==> config.mk <==
export PLATFORM = sky130hd
export DESIGN_NAME = divider_and_reload_timer
export DESIGN_NICKNAME = d
export VERILOG_FILES = /design/src/sv/drt_pkg.sv /design/src/sv/drt_ctrl.sv /design/src/sv/drt_dp.sv /design/src/sv/divider_and_reload_timer.sv
export SDC_FILE = /design/constraint.sdc
export NUM_CORES = 1
export LEC_CHECK = 0
export BUFFER_PORTS_ARGS = -buffer_cell sky130_fd_sc_hd__buf_2
export CAP_MARGIN = 20
export CORE_MARGIN = 2
export CORE_UTILIZATION = 54
export CTS_BUF_LIST = sky130_fd_sc_hd__clkbuf_16
export DETAILED_ROUTE_END_ITERATION = 8
export GPL_TIMING_DRIVEN = 0
export PLACE_DENSITY = 0.81
export SYNTH_ARGS = -nofsm -noshare
export SYNTH_HDL_FRONTEND = slang
export SYNTH_SLANG_ARGS = --single-unit
export TNS_END_PERCENT = 5
==> constraint.sdc <==
create_clock -name clk_i -period 3 [get_ports clk_i]
set_input_delay 0.3 -clock clk_i [delete_from_list [all_inputs] [get_ports clk_i]]
set_output_delay 0.3 -clock clk_i [all_outputs]
set_load 0.01 [all_outputs]
==> src/sv/drt_pkg.sv <==
// Shared types, codes and constants of the divider and reload timer.
// Depends on nothing; every other file of the block imports it.
`default_nettype none

package drt_pkg;

  // Default divider period in machine cycles.
  localparam int unsigned DivPeriodDefault = 256;

  // The counter prescaler holds up to 1023 and takes up to 255 more in one tick.
  localparam int unsigned CntPreW = 11;

  localparam int unsigned CtrlEnableBit = 2;

  typedef enum logic [1:0] {
    CMD_TICK  = 2'd0,
    CMD_READ  = 2'd1,
    CMD_WRITE = 2'd2
  } cmd_e;

  typedef enum logic [1:0] {
    REG_DIV     = 2'd0,
    REG_COUNT   = 2'd1,
    REG_RELOAD  = 2'd2,
    REG_CONTROL = 2'd3
  } reg_sel_e;

  typedef enum logic [1:0] {
    RATE_1024 = 2'd0,
    RATE_16   = 2'd1,
    RATE_64   = 2'd2,
    RATE_256  = 2'd3
  } rate_e;

  typedef enum logic {
    ST_IDLE,
    ST_RUN
  } state_e;

  typedef struct packed {
    logic [1:0] cmd;
    logic [1:0] reg_select;
    logic [7:0] write_byte;
    logic [7:0] elapsed_cycles;
  } in_beat_t;

  typedef struct packed {
    logic [7:0] read_byte;
    logic       irq_request;
  } out_beat_t;

  // Commands from the controller to the datapath.
  typedef struct packed {
    logic access;      // Register read or write: load result, apply write.
    logic tick_start;  // Add the elapsed cycles to the divider prescaler and, if enabled, the counter prescaler.
    logic tick_step;   // Take one period off each prescaler that holds one.
    logic tick_finish; // Load the tick result into the output register.
  } dp_cmd_t;

  // Status from the datapath to the controller.
  typedef struct packed {
    logic steps_pending;
  } dp_status_t;

  // Counter period chosen by control bits 1:0.
  function automatic logic [CntPreW-1:0] count_period(input logic [1:0] rate);
    logic [CntPreW-1:0] p;
    unique case (rate)
      RATE_1024: p = CntPreW'(1024);
      RATE_16:   p = CntPreW'(16);
      RATE_64:   p = CntPreW'(64);
      RATE_256:  p = CntPreW'(256);
      default:   p = CntPreW'(1024);
    endcase
    return p;
  endfunction

endpackage

`default_nettype wire

==> src/sv/drt_ctrl.sv <==
// Sequencer of the divider and reload timer: handshakes and tick stepping.
// Depends on drt_pkg.
`default_nettype none

module drt_ctrl
  import drt_pkg::*;
(
  input  wire logic       clk_i,
  input  wire logic       rst_ni,
  input  wire logic       in_valid_i,
  output logic            in_stall_o,
  input  wire logic [1:0] in_cmd_i,
  output logic            out_valid_o,
  input  wire logic       out_stall_i,
  output dp_cmd_t         dp_cmd_o,
  input  wire dp_status_t dp_status_i
);

  state_e state_q, state_d;
  logic   out_valid_q, out_valid_d;
  logic   can_load;

  always_ff @(posedge clk_i or negedge rst_ni) begin
    if (!rst_ni) begin
      state_q     <= ST_IDLE;
      out_valid_q <= 1'b0;
    end else begin
      state_q     <= state_d;
      out_valid_q <= out_valid_d;
    end
  end

  // The output register is free when empty or being emptied this cycle.
  assign can_load = !out_valid_q || !out_stall_i;

  always_comb begin
    state_d     = state_q;
    dp_cmd_o    = '0;
    in_stall_o  = 1'b1;
    out_valid_d = out_valid_q && out_stall_i;
    unique case (state_q)
      ST_IDLE: begin
        in_stall_o = !can_load;
        if (in_valid_i && can_load) begin
          if (in_cmd_i == CMD_TICK) begin
            dp_cmd_o.tick_start = 1'b1;
            state_d             = ST_RUN;
          end else begin
            dp_cmd_o.access = 1'b1;
            out_valid_d     = 1'b1;
          end
        end
      end
      ST_RUN: begin
        if (dp_status_i.steps_pending) begin
          dp_cmd_o.tick_step = 1'b1;
        end else if (can_load) begin
          dp_cmd_o.tick_finish = 1'b1;
          out_valid_d          = 1'b1;
          state_d              = ST_IDLE;
        end
      end
      default: state_d = ST_IDLE;
    endcase
  end

  assign out_valid_o = out_valid_q;

endmodule

`default_nettype wire

==> src/sv/drt_dp.sv <==
// Datapath of the divider and reload timer: the four timer bytes, both
// prescalers, the interrupt flag and the output register. Depends on drt_pkg.
`default_nettype none

module drt_dp
  import drt_pkg::*;
#(
  parameter int unsigned DIV_PERIOD = DivPeriodDefault
) (
  input  wire logic       clk_i,
  input  wire logic       rst_ni,
  input  wire in_beat_t   in_beat_i,
  input  wire dp_cmd_t    dp_cmd_i,
  output dp_status_t      dp_status_o,
  output out_beat_t       out_beat_o
);

  // Wide enough for a remainder below the period plus one full tick.
  localparam int unsigned DivPreW = $clog2(DIV_PERIOD + 256);

  logic [DivPreW-1:0] div_pre_q;
  logic [7:0]         div_q;
  logic [CntPreW-1:0] cnt_pre_q;
  logic [7:0]         count_q;
  logic [7:0]         reload_q;
  logic [7:0]         control_q;
  logic               irq_q;
  out_beat_t          out_q;

  logic               enabled;
  logic [CntPreW-1:0] period;
  logic               div_due;
  logic               cnt_due;
  logic [7:0]         rd_byte;

  assign enabled = control_q[CtrlEnableBit];
  assign period  = count_period(control_q[1:0]);
  assign div_due = div_pre_q >= DivPreW'(DIV_PERIOD);
  assign cnt_due = enabled && (cnt_pre_q >= period);

  assign dp_status_o.steps_pending = div_due || cnt_due;

  always_comb begin
    unique case (in_beat_i.reg_select)
      REG_DIV:     rd_byte = div_q;
      REG_COUNT:   rd_byte = count_q;
      REG_RELOAD:  rd_byte = reload_q;
      REG_CONTROL: rd_byte = control_q;
      default:     rd_byte = control_q;
    endcase
  end

  always_ff @(posedge clk_i or negedge rst_ni) begin
    if (!rst_ni) begin
      div_pre_q <= '0;
      div_q     <= '0;
      cnt_pre_q <= '0;
      count_q   <= '0;
      reload_q  <= '0;
      control_q <= '0;
      irq_q     <= 1'b0;
    end else begin
      if (dp_cmd_i.access && (in_beat_i.cmd == CMD_WRITE)) begin
        unique case (in_beat_i.reg_select)
          REG_DIV:     div_q     <= in_beat_i.write_byte;
          REG_COUNT:   count_q   <= in_beat_i.write_byte;
          REG_RELOAD:  reload_q  <= in_beat_i.write_byte;
          REG_CONTROL: control_q <= in_beat_i.write_byte;
          default:     control_q <= in_beat_i.write_byte;
        endcase
      end
      if (dp_cmd_i.tick_start) begin
        irq_q     <= 1'b0;
        div_pre_q <= div_pre_q + DivPreW'(in_beat_i.elapsed_cycles);
        if (enabled) begin
          cnt_pre_q <= cnt_pre_q + CntPreW'(in_beat_i.elapsed_cycles);
        end
      end
      if (dp_cmd_i.tick_step) begin
        if (div_due) begin
          div_pre_q <= div_pre_q - DivPreW'(DIV_PERIOD);
          div_q     <= div_q + 8'd1;
        end
        if (cnt_due) begin
          cnt_pre_q <= cnt_pre_q - period;
          if (count_q == 8'hFF) begin
            count_q <= reload_q;
            irq_q   <= 1'b1;
          end else begin
            count_q <= count_q + 8'd1;
          end
        end
      end
    end
  end

  // Output register: payload only, the controller owns its valid bit.
  always_ff @(posedge clk_i) begin
    if (dp_cmd_i.access) begin
      out_q.read_byte   <= (in_beat_i.cmd == CMD_READ) ? rd_byte : 8'd0;
      out_q.irq_request <= 1'b0;
    end else if (dp_cmd_i.tick_finish) begin
      out_q.read_byte   <= 8'd0;
      out_q.irq_request <= irq_q;
    end
  end

  assign out_beat_o = out_q;

endmodule

`default_nettype wire

==> src/sv/divider_and_reload_timer.sv <==
// Top level of the divider and reload timer: controller plus datapath.
// Depends on drt_pkg, drt_ctrl and drt_dp.
`default_nettype none

// The timer holds four bytes: a free-running divider, a counter, a reload
// value and a control byte (bit 2 enables the counter, bits 1:0 select a
// counter period of 1024, 16, 64 or 256 machine cycles). Each input beat is
// a tick, a register read or a register write, and every beat gives exactly
// one result beat. Reads and writes finish in the cycle they are accepted,
// so their result is registered and ready in the next cycle. A tick adds
// its elapsed cycles to the divider prescaler and, if the counter is
// enabled, to the counter prescaler, then takes one period step at a time,
// with the divider and the counter stepping side by side, until neither
// prescaler holds a full period, and then loads its result once the output
// register is free; after the period has been shortened while the prescaler
// held a large remainder, the first tick steps until it is used up. The
// counter reloads from the reload byte instead of passing 0xFF, and the
// result of such a tick carries irq_request once, however many reloads
// occurred. The output register lets a new beat be taken while a result is
// still waiting, as long as that result leaves in the same cycle.

module divider_and_reload_timer
  import drt_pkg::*;
#(
  parameter int unsigned DIV_PERIOD = DivPeriodDefault
) (
  input  wire logic     clk_i,
  input  wire logic     rst_ni,
  input  wire logic     in_valid_i,
  output logic          in_stall_o,
  input  wire in_beat_t in_beat_i,
  output logic          out_valid_o,
  input  wire logic     out_stall_i,
  output out_beat_t     out_beat_o
);

  dp_cmd_t    dp_cmd;
  dp_status_t dp_status;

  drt_ctrl u_ctrl (
    .clk_i       (clk_i),
    .rst_ni      (rst_ni),
    .in_valid_i  (in_valid_i),
    .in_stall_o  (in_stall_o),
    .in_cmd_i    (in_beat_i.cmd),
    .out_valid_o (out_valid_o),
    .out_stall_i (out_stall_i),
    .dp_cmd_o    (dp_cmd),
    .dp_status_i (dp_status)
  );

  drt_dp #(
    .DIV_PERIOD (DIV_PERIOD)
  ) u_dp (
    .clk_i       (clk_i),
    .rst_ni      (rst_ni),
    .in_beat_i   (in_beat_i),
    .dp_cmd_i    (dp_cmd),
    .dp_status_o (dp_status),
    .out_beat_o  (out_beat_o)
  );

  // A read, write or unused command yields its result in the next cycle.
  a_access_result: assert property (@(posedge clk_i) disable iff (!rst_ni)
    (in_valid_i && !in_stall_o && (in_beat_i.cmd != CMD_TICK)) |=> out_valid_o)
    else $error("access beat did not produce a result in the next cycle");

  // A tick result never carries read data.
  a_irq_no_data: assert property (@(posedge clk_i) disable iff (!rst_ni)
    (out_valid_o && out_beat_o.irq_request) |-> (out_beat_o.read_byte == 8'd0))
    else $error("interrupt result carries a nonzero read byte");

  // A beat is only taken when the output register can take its result.
  a_no_overrun: assert property (@(posedge clk_i) disable iff (!rst_ni)
    (in_valid_i && !in_stall_o) |-> !(out_valid_o && out_stall_i))
    else $error("input accepted while the result register is blocked");

  // Steps never run while a new beat can be accepted.
  a_step_busy: assert property (@(posedge clk_i) disable iff (!rst_ni)
    dp_cmd.tick_step |-> in_stall_o)
    else $error("tick stepping while the input is open");

endmodule

`default_nettype wire
==> results of run 1 <==
## kinds of logic (layout without fill, tap and decap cells)
family,after synthesis,count (layout),share of synthesized area
xor gates and xnor gates,17,17,0.0362
muxes,42,42,0.133
DFF,64,64,0.398
buffers and inverters,29,81,0.0347
adders and majority gates,25,25,0.0798
AOI/OAI and AO/OA,88,88,0.149
and+or+nand+nor,135,135,0.169
## worst max-delay path, delay by kind of cell, from the launching register on
family,cells,cell delay [ns]
DFF,1,0.45
adders and majority gates,1,0.35
AOI/OAI and AO/OA,4,1.25
and+or+nand+nor,2,0.39
## sequential cells by signal (all words and copies together), names as in the netlist
name / count
u_dp.control_q: 8
u_ctrl.out_valid_o: 1
u_ctrl.state_q: 1
u_dp.irq_q: 1
u_dp.reload_q: 8
u_dp.div_q: 8
u_dp.count_q: 8
u_dp.cnt_pre_q: 11
u_dp.out_beat_o: 9
u_dp.div_pre_q: 9
## power by group through the flow
stage               clock network (uW)  registers (uW)  logic (uW)
finish                            1040            1680        2080
global route                      1090            1730        2310
CTS                               1050            1660        2060
detailed placement                   0            1670        2030
global placement                     0            1640        1930
floorplan                            0            1580        1590
## worst min path at each step
stage                             from            endpoint  slack [ns]
global placement    u_dp.out_beat_o[0]  u_dp.out_beat_o[0]        0.45
CTS                      in_beat_i[11]   u_dp.control_q[3]        0.25
finish                   in_beat_i[15]    u_dp.reload_q[7]        0.26
detailed placement              rst_ni   u_dp.cnt_pre_q[2]        0.28
floorplan                       rst_ni  u_ctrl.out_valid_o       0.004
global route              in_beat_i[8]   u_dp.control_q[0]        0.27
## stage by stage
stage,cell area (sq um),hold WS [ns],util,worst slack [ns],power (uW)
after CTS,4730,0.253,0.646,0.175,4770
after floorplan,4110,0.00441,-,0.316,3170
after global routing,4730,0.273,0.646,0.0514,5130
after detailed placement,4420,0.275,0.604,-0.108,3700
final,4730,0.263,0.646,0.200,4800
after global placement,4400,0.454,0.601,-0.0604,3570
## metal layers
layer,up-vias,global-route usage
met5,-,0
met4,0,0.117
met3,25,0.0465
met2,170,0.394
met1,1652,0.343
li1,1553,-
## cell usage after synthesis, drive strengths merged (2+ instances only)
cell | number | area [sq um]
or3 | 2 | 17.5
nand2b | 3 | 26.3
edfxtp | 8 | 240
ha | 23 | 288
o21ai | 27 | 135
a211oi | 6 | 45.0
o21a | 3 | 22.5
mux2 | 20 | 225
o21bai | 3 | 33.8
o211ai | 3 | 22.5
clkbuf | 3 | 11.3
nand4b | 2 | 32.5
fa | 2 | 40.0
a31o | 2 | 17.5
a221oi | 2 | 30.0
a311oi | 2 | 23.8
inv | 19 | 71.3
xnor2 | 10 | 87.6
buf | 7 | 60.1
nor2 | 35 | 144
mux4 | 8 | 180
o31ai | 5 | 37.5
a22o | 2 | 17.5
dfrtp | 55 | 1380
nand3 | 13 | 70.1
and3 | 2 | 12.5
and2 | 2 | 12.5
a21o | 2 | 15.0
nand4 | 6 | 37.5
mux2i | 14 | 140
or2 | 3 | 18.8
o221a | 2 | 22.5
nand2 | 44 | 180
xor2 | 7 | 61.3
a21oi | 19 | 110
nor2b | 10 | 62.6
nor3 | 10 | 50.1
a31oi | 2 | 12.5
## area by class of cell
class / instances / area, sq um / area share
multi-input combinational: 307 / 2340 / 0.493
clock buffer: 9 / 225 / 0.0476
inverter: 19 / 71.3 / 0.0151
tap: 99 / 124 / 0.0262
buffer: 10 / 71.3 / 0.0151
clock inverter: 7 / 70.1 / 0.0148
timing repair buffer: 36 / 200 / 0.0423
sequential: 64 / 1640 / 0.346
## what timing repair did
item | CTS | global route
setup endpoints to repair | 8 | 0
hold buffers | 1 | 0
endpoints found under the hold margin | 18 | 0
gates resized for setup | 1 | 0
==> results.txt, run 1 <==
status: completed
most frequent cells in the layout: dfrtp_1, nand2_1, buf_2, nor2_1, o21ai_0
commonest non-fill, non-tap cell in the layout: dfrtp_1
1st-iter DRT viols: 173
Tmin final: 2.80 ns
DR WL met3: 716 microns
Die Width: 91.2 microns
HPWL after detailed placement: 6930 microns
Post-synth ARST share: 0.859
Worst Path Arrival: 2.77 ns
synthesized cell area: 0.00411 sq mm
vias post-DR: 3,400
CTS buffer count: 9
register bit total from synthesis: 64
Startpoint Class: flop
Post-Place Cells: 534
Initial Util: 0.561
clk_skew: 0.00772 ns
Worst-Margin Slew: 0.689 ns
CP Capture Type: flop
Antenna Nets Post-Route: 0
DR WL met2: 4570 microns
critical path startpoint: u_dp.control_q[0]
final worst-path cycle share: 0.933
Cell Pwr Density: 1010 mW/mm^2
critical path's slowest cell: o31ai_2
crit path cell chain: nand2b_1 -> ha_1 -> nor4b_2 -> a41oi_1 -> o21ai_0 -> a22o_1 -> o31ai_2
Final setup viols: 0
hold path cells: 2
Max Used Layer: met4
critical path peak fanout: 8
final hold violation count: 0
fill count: 549
sequential element share of the synthesized area: 0.398
Area Growth Syn to Fin: 15.2%
Seq pwr share: 0.350
Clock Power Share: 0.217
core box area: 0.00733 sq mm
Syn Nets: 449
fin cells: 551
number of enable flip-flop cells after synthesis: 8
routed len/inst: 18.0 microns
routability cong.: 0.909
clock root buffer master: clkbuf_16
PortBufs: 34
met1 WL: 4390 microns
first-pass GRT wire length: 16,600 microns
worst r2r dst: u_dp.out_beat_o[6]
CTS Buffer Depth: 2
die height: 91.2 microns
Clock Sinks: 64
flop2flop setup slack: 0.20 ns
switching share of power: 0.395
Setup CP Type: reg -> reg
vias in the first global route: 3,391
Syn. warnings: 0
htree depth: 3
DR pass1 iterations: 5
Via density: 6.17
n_diodes: 0
Comb pwr share: 0.433
P_sw: 1900 uW
Req. time, crit path: 2.97 ns
Clk pin slew, worst setup/hold paths: 0.06 ns
Avg Inst Size Synth: 10.3 sq um
max_cap viols: 0
VDD IR-drop max: 385 uV
DRC Markers: 0
nets@finish: 496
initial antenna violation count: 0
Worst-Skew Late Latency: 0.34 ns
Final TNS setup: 0 ns
die area: 0.00833 sq mm
Slew Viols, Final: 0
Cells after Synth: 400
Total GRT Usage: 0.253
largest net degree at the start of global routing: 38
RR Startpoint: u_dp.control_q[0]
Synth Flop Type: dfrtp_1
I/O pin cnt: 35
global route overflow: 0
leakage power: 0.00209 uW
Critical Path Sink: u_dp.out_beat_o[6]
reg2reg path depth: 7
library cells used by synthesis: 63
Cell Int Power: 2900 uW
Setup Buffers After CTS: 0
fraction of layout cells with a size suffix above 1: 0.241
CTS tree: done
routed wire length: 9890 microns
worst hold path class: in -> reg
Critical Path Max Stage Delay: 0.62 ns
Max Fclk: 357 MHz
RSZ-0062 raised after global routing: no
relative slew slack: 0.538
# rows: 31
No activity file was read; power rests on OpenSTA's default activity.
==> run 2: changes to the inputs <==
--- a/config.mk
+++ b/config.mk
@@ -12,7 +12,7 @@
 export CTS_BUF_LIST = sky130_fd_sc_hd__clkbuf_16
 export DETAILED_ROUTE_END_ITERATION = 8
 export GPL_TIMING_DRIVEN = 0
-export PLACE_DENSITY = 0.81
+export PLACE_DENSITY = 0.84
 export SYNTH_ARGS = -nofsm -noshare
 export SYNTH_HDL_FRONTEND = slang
 export SYNTH_SLANG_ARGS = --single-unit
==> constraint.sdc (replaced) <==
create_clock -name clk_i -period 2.52 [get_ports clk_i]
set_input_delay 0.252 -clock clk_i [delete_from_list [all_inputs] [get_ports clk_i]]
set_output_delay 0.252 -clock clk_i [all_outputs]
set_load 0.01 [all_outputs]
==> run 2 against run 1 <==
  * Sequential power increased by 20%
  * Design area increased by 1.5%
  * Power increased by 22%
  * Combinational power increased by 24%
  * Clock power increased by 24%
  * Worst setup slack got worse by 0.072 ns
  * Critical path depth increased by 1
  * Non-clock buffer count increased by 1
  * Sequential cell count unchanged
  * Critical path type unchanged
==> results.txt, run 2 (synthesis gave the netlist of run 1 again) <==
Slew Viols, Final: 0 (unchanged)
final worst-path cycle share: 0.949 (+0.0158)
1st-iter DRT viols: 273 (+58%)
Clock Sinks: 64 (unchanged)
largest net degree at the start of global routing: 32 (-16%)
Cell Pwr Density: 1220 mW/mm^2 (+20%)
routability cong.: 0.913 (+0.43%)
# rows: 31 (unchanged)
die area: 0.00833 sq mm (unchanged)
Startpoint Class: flop
vias post-DR: 3,352 (-1.4%)
final hold violation count: 0 (unchanged)
relative slew slack: 0.595 (+0.0575)
Tmin final: 2.39 ns (-0.408 ns)
DRC Markers: 0 (unchanged)
routed wire length: 9510 microns (-3.9%)
routed len/inst: 17.2 microns (-4.1%)
Seq pwr share: 0.343 (-0.007)
CTS Buffer Depth: 2 (unchanged)
die height: 91.2 microns (unchanged)
Cell Int Power: 3590 uW (+24%)
Worst Path Arrival: 2.64 ns (-0.13 ns)
status: completed
largest reg by FF count: u_dp.cnt_pre_q
worst hold margin: 0.216 ns (-0.0472 ns)
Area Growth Syn to Fin: 17.0%
switching share of power: 0.389 (-0.00605)
n_diodes: 0 (unchanged)
max_cap viols: 0 (unchanged)
clock root buffer master: clkbuf_16
CTS buffer count: 9 (unchanged)
Clock Power Share: 0.219 (+0.002)
Die Width: 91.2 microns (unchanged)
I/O pin cnt: 35 (unchanged)
Final setup viols: 0 (unchanged)
Setup CP Type: reg -> reg
first-pass GRT wire length: 16,400 microns (-1.2%)
initial antenna violation count: 0 (unchanged)
Max Fclk: 418 MHz (+17%)
most frequent cells in the layout: dfrtp_1, nand2_1, buf_2, nor2_1, o21ai_0
fin cells: 552 (+0.18%)
flop2flop setup slack: 0.13 ns (-0.07 ns)
fraction of layout cells with a size suffix above 1: 0.245 (+0.00388)
Comb pwr share: 0.438 (+0.005)
fill count: 523 (-4.7%)
P_sw: 2290 uW (+20%)
Via density: 6.07 (-1.6%)
worst hold path class: in -> reg
global route overflow: 0 (unchanged)
leakage power: 0.00211 uW (+0.89%)
VDD IR-drop max: 404 uV (+4.9%)
DR pass1 iterations: 5 (unchanged)
clk_skew: 0.00556 ns (-0.00216 ns)
vias in the first global route: 3,391 (unchanged)
reg2reg path depth: 8 (+1)
Antenna Nets Post-Route: 0 (unchanged)
max FFs per register: 11 (unchanged)
Post-Route Utilization: 0.656 (+0.00990)
hold path cells: 3 (+1)
Req. time, crit path: 2.76 ns (-0.21 ns)
Total GRT Usage: 0.250 (-0.00316)
PortBufs: 34 (unchanged)
CTS tree: done
commonest non-fill, non-tap cell in the layout: dfrtp_1
Worst-Margin Slew: 0.599 ns (-0.0899 ns)
critical path peak fanout: 8 (unchanged)
core box area: 0.00733 sq mm (unchanged)
Initial Util: 0.561 (unchanged)
HPWL after detailed placement: 6810 microns (-1.6%)
Clk pin slew, worst setup/hold paths: 0.05 ns (about the same)
CP Capture Type: flop
Post-Place Cells: 534 (unchanged)
htree depth: 3 (unchanged)
nets@finish: 497 (+0.20%)
Worst-Skew Late Latency: 0.34 ns (about the same)
==> run 2: worst paths after layout <==
path,startpoint,endpoint
max in group asynchronous,rst_ni,u_dp.reload_q[2]
hold / removal,out_stall_i,u_ctrl.out_valid_o
min in group asynchronous,rst_ni,u_dp.cnt_pre_q[2]
setup reg to reg,u_dp.control_q[0],u_dp.count_q[4]
hold reg to reg,u_dp.out_beat_o[0],u_dp.out_beat_o[0]
setup / recovery,u_dp.control_q[0],u_dp.count_q[4]
==> run 2: power groups by stage <==
stage	sequential, uW	clock, uW	combinational (uW)
2_1_floorplan	1880	0	1900
3_3_place_gp	1960	0	2290
3_5_place_dp	1990	0	2420
4_1_cts	1980	1300	2510
5_1_grt	2070	1350	2850
6_report	2020	1290	2570
==> run 2: timing repair <==
item                                    CTS  global route
pin swaps                                 1             0
setup buffers                             1             0
resized for setup                         1             4
hold endpoints to repair                 24             0
hold buffers                              1             0
cloned                                    0             0
endpoints found under the setup margin    8            10
==> run 2: layout make-up <==
type / count / area, sq um / area share
multi-input combinational: 307 / 2370 / 0.492
inverter: 19 / 71.3 / 0.0148
clock inverter: 6 / 66.3 / 0.0138
buffer: 10 / 71.3 / 0.0148
clock buffer: 10 / 250 / 0.0521
timing repair buffer: 37 / 220 / 0.0458
tap: 99 / 124 / 0.0258
sequential: 64 / 1640 / 0.340
==> run 2: metrics by stage <==
| step | setup WS, ns | area, sq um | TNS, ns | total power [uW] |
|---|---|---|---|---|
| after floorplan | 0.0704 | 4120 | 0 | 3780 |
| after global placement | -0.205 | 4410 | -1.64 | 4250 |
| after detailed placement | -0.285 | 4430 | -2.28 | 4410 |
| after CTS | 0.0138 | 4780 | 0 | 5790 |
| after global routing | -0.0158 | 4810 | -0.0158 | 6270 |
| final | 0.128 | 4810 | 0 | 5870 |
==> run 2: worst max-delay path, cell delays in order, from the launching register on <==
cell and delay [ns]:
dfrtp_1 0.42, nand2b_1 0.20, ha_4 0.31, nor4b_4 0.24, nand3_1 0.12, a21oi_1 0.16, o21bai_4 0.20, mux2_2 0.39
a221oi_2 0.26
==> run 2: layer usage <==
| layer | vias to the layer above | global-route usage | share of wire | wire, microns |
|---|---|---|---|---|
| met4 | 0 | 0.121 | 0.027 | 257 |
| met2 | 134 | 0.383 | 0.47 | 4430 |
| met1 | 1625 | 0.341 | 0.44 | 4230 |
| met3 | 28 | 0.0498 | 0.062 | 590 |
| met5 | - | 0 | 0 | 0 |
| li1 | 1565 | - | - | - |
==> run 3: changes to the inputs <==
--- a/config.mk
+++ b/config.mk
@@ -7,6 +7,7 @@
 export LEC_CHECK = 0
 export BUFFER_PORTS_ARGS = -buffer_cell sky130_fd_sc_hd__buf_2
 export CAP_MARGIN = 20
+export CORE_ASPECT_RATIO = 0.9
 export CORE_MARGIN = 2
 export CORE_UTILIZATION = 54
 export CTS_BUF_LIST = sky130_fd_sc_hd__clkbuf_16
==> run 3 against run 2 <==
  * Design area up 0.31%
  * Die area about the same
  * Sequential cell count unchanged
  * Hold slack worse by 0.0051 ns
  * Global-route usage up 0.29 points
  * Wire length up 3.7%
  * Register-to-register slack worse by 0.04 ns
  * Core utilization down 1.0 points
  * Count of clock-buffer cells in the layout down 1
  * Sequential share of layout area down 0.11 points
  * Clock power up 10%
==> results.txt, run 3 (synthesis gave the netlist of run 1 again) <==
largest reg by FF count: u_dp.cnt_pre_q
Clk pin slew, worst setup/hold paths: 0.06 ns (about the same)
CTS buffer count: 9 (unchanged)
nets@finish: 497 (unchanged)
clock root buffer master: clkbuf_16
max FFs per register: 11 (unchanged)
Worst Path Arrival: 2.67 ns (+0.03 ns)
max_cap viols: 0 (unchanged)
DRC Markers: 0 (unchanged)
Antenna Nets Post-Route: 0 (unchanged)
n_diodes: 0 (unchanged)
Critical Path Max Stage Delay: 0.44 ns (+0.02 ns)
Setup CP Type: reg -> reg
most frequent cells in the layout: dfrtp_1, nand2_1, buf_2, nor2_1, o21ai_0
commonest non-fill, non-tap cell in the layout: dfrtp_1
VDD IR-drop max: 400 uV (-1.0%)
I/O pin cnt: 35 (unchanged)
core box area: 0.00747 sq mm (+1.9%)
crit path cell chain: nand2b_1 -> ha_4 -> nor4b_4 -> nand3_1 -> a21oi_1 -> o21bai_4 -> mux2_2 -> a221oi_2
largest net degree at the start of global routing: 34 (+6.3%)
PortBufs: 34 (unchanged)
critical path peak fanout: 8 (unchanged)
vias in the first global route: 3,320 (-2.1%)
Slew Viols, Final: 0 (unchanged)
CTS tree: done
1st-iter DRT viols: 239 (-12%)
CP Capture Type: flop
critical path's slowest cell: dfrtp_1
routed len/inst: 18.0 microns (+4.3%)
Worst-Margin Slew: 0.666 ns (+0.0664 ns)
routed wire length: 9860 microns (+3.7%)
Total GRT Usage: 0.253 (+0.00291)
die height: 86.8 microns (-4.9%)
Clock Sinks: 64 (unchanged)
Initial Util: 0.550 (-0.0104)
Tmin final: 2.43 ns (+0.0358 ns)
Worst-Skew Late Latency: 0.34 ns (about the same)
die area: 0.00833 sq mm (about the same)
Via density: 6.20 (+2.0%)
first-pass GRT wire length: 15,900 microns (-3.4%)
Max Fclk: 412 MHz (-1.5%)
CTS Buffer Depth: 2 (unchanged)
final hold violation count: 0 (unchanged)
Final setup viols: 0 (unchanged)
Tot Pwr: 6050 uW (+2.9%)
Req. time, crit path: 2.76 ns (about the same)
relative slew slack: 0.550 (-0.0448)
routability cong.: 0.911 (-0.20%)
leakage power: 0.00213 uW (+0.98%)
clk_skew: 0.00746 ns (+0.00190 ns)
HPWL after detailed placement: 7040 microns (+3.3%)
worst hold path class: in -> reg
Area Growth Syn to Fin: 17.3%
status: completed
# rows: 30 (-3.2%)
final worst-path cycle share: 0.964 (+0.0142)
htree depth: 3 (unchanged)
RSZ-0062 raised after global routing: no
vias post-DR: 3,402 (+1.5%)
worst hold margin: 0.211 ns (-0.00507 ns)
DR pass1 iterations: 5 (unchanged)
initial antenna violation count: 1 (+1)
Die Width: 96.0 microns (+5.2%)
Startpoint Class: flop
fraction of layout cells with a size suffix above 1: 0.243 (-0.00221)
Cell Pwr Density: 1250 mW/mm^2 (+2.6%)
global route overflow: 0 (unchanged)
-- run 3: area by class of cell --
cell class | count | area [sq um]
Buffer | 10 | 71.3
Clock buffer | 9 | 225
Clock inverter | 7 | 111
Fill cell | 558 | 2650
Inverter | 19 | 71.3
Multi-Input combinational cell | 307 | 2370
Sequential cell | 64 | 1640
Tap cell | 96 | 120
Timing Repair Buffer | 37 | 220
-- run 3: final timing paths --
| kind | startpoint | endpoint | slack, ns | cells past startpoint |
|---|---|---|---|---|
| worst max-delay path | u_dp.control_q[0] | u_dp.count_q[4] | 0.09 | 8 |
| worst max register to register | u_dp.control_q[0] | u_dp.count_q[4] | 0.09 | 8 |
| max in group asynchronous | rst_ni | u_dp.div_q[4] | 1.54 | 3 |
| worst min-delay path | in_beat_i[13] | u_dp.control_q[5] | 0.21 | 2 |
| min in group asynchronous | rst_ni | u_dp.cnt_pre_q[2] | 0.43 | 2 |
| worst min register to register | u_dp.out_beat_o[0] | u_dp.out_beat_o[0] | 0.46 | 2 |
-- run 3: stage by stage --
| stage | util | setup TNS [ns] | setup slack (ns) | cell area [sq um] | cells |
|---|---|---|---|---|---|
| after detailed placement | 0.592 | -2.44 | -0.305 | 4430 | 531 |
| after global placement | 0.590 | -1.76 | -0.220 | 4410 | 530 |
| after global routing | 0.646 | 0 | 0.00117 | 4820 | 549 |
| final | 0.646 | 0 | 0.0920 | 4820 | 549 |
| after CTS | 0.644 | 0 | 0.0382 | 4810 | 549 |
| after floorplan | - | 0 | 0.0704 | 4120 | 400 |
-- run 3: routing by layer --
| metal | vias to the layer above | part of all wire | track usage |
|---|---|---|---|
| met3 | 35 | 0.067 | 0.0591 |
| met1 | 1642 | 0.43 | 0.338 |
| met4 | 2 | 0.028 | 0.114 |
| li1 | 1562 | - | - |
| met5 | - | 0.00081 | 0 |
| met2 | 161 | 0.47 | 0.392 |
-- run 3: timing repair --
item                                    in CTS  in global routing
resized for setup                            2                  2
setup buffers                                1                  0
pin swaps                                    1                  0
endpoints found under the hold margin       22                  0
endpoints found under the setup margin       9                  9
hold buffers                                 1                  0
-- run 3: where the power goes --
| group | switching (uW) | total [uW] | leakage (uW) | internal (uW) |
|---|---|---|---|---|
| logic | 1370 | 2610 | 0.00121 | 1240 |
| registers | 500 | 2020 | 0.000754 | 1520 |
| clock network | 457 | 1420 | 0.000168 | 958 |
-- run 3: worst max-delay path, delay by kind of cell, from the launching register on --
family	cells	cell delay [ns]
and+or+nand+nor	3	0.57
AOI/OAI and AO/OA	3	0.63
muxes	1	0.38
DFF	1	0.44
adders and majority gates	1	0.32
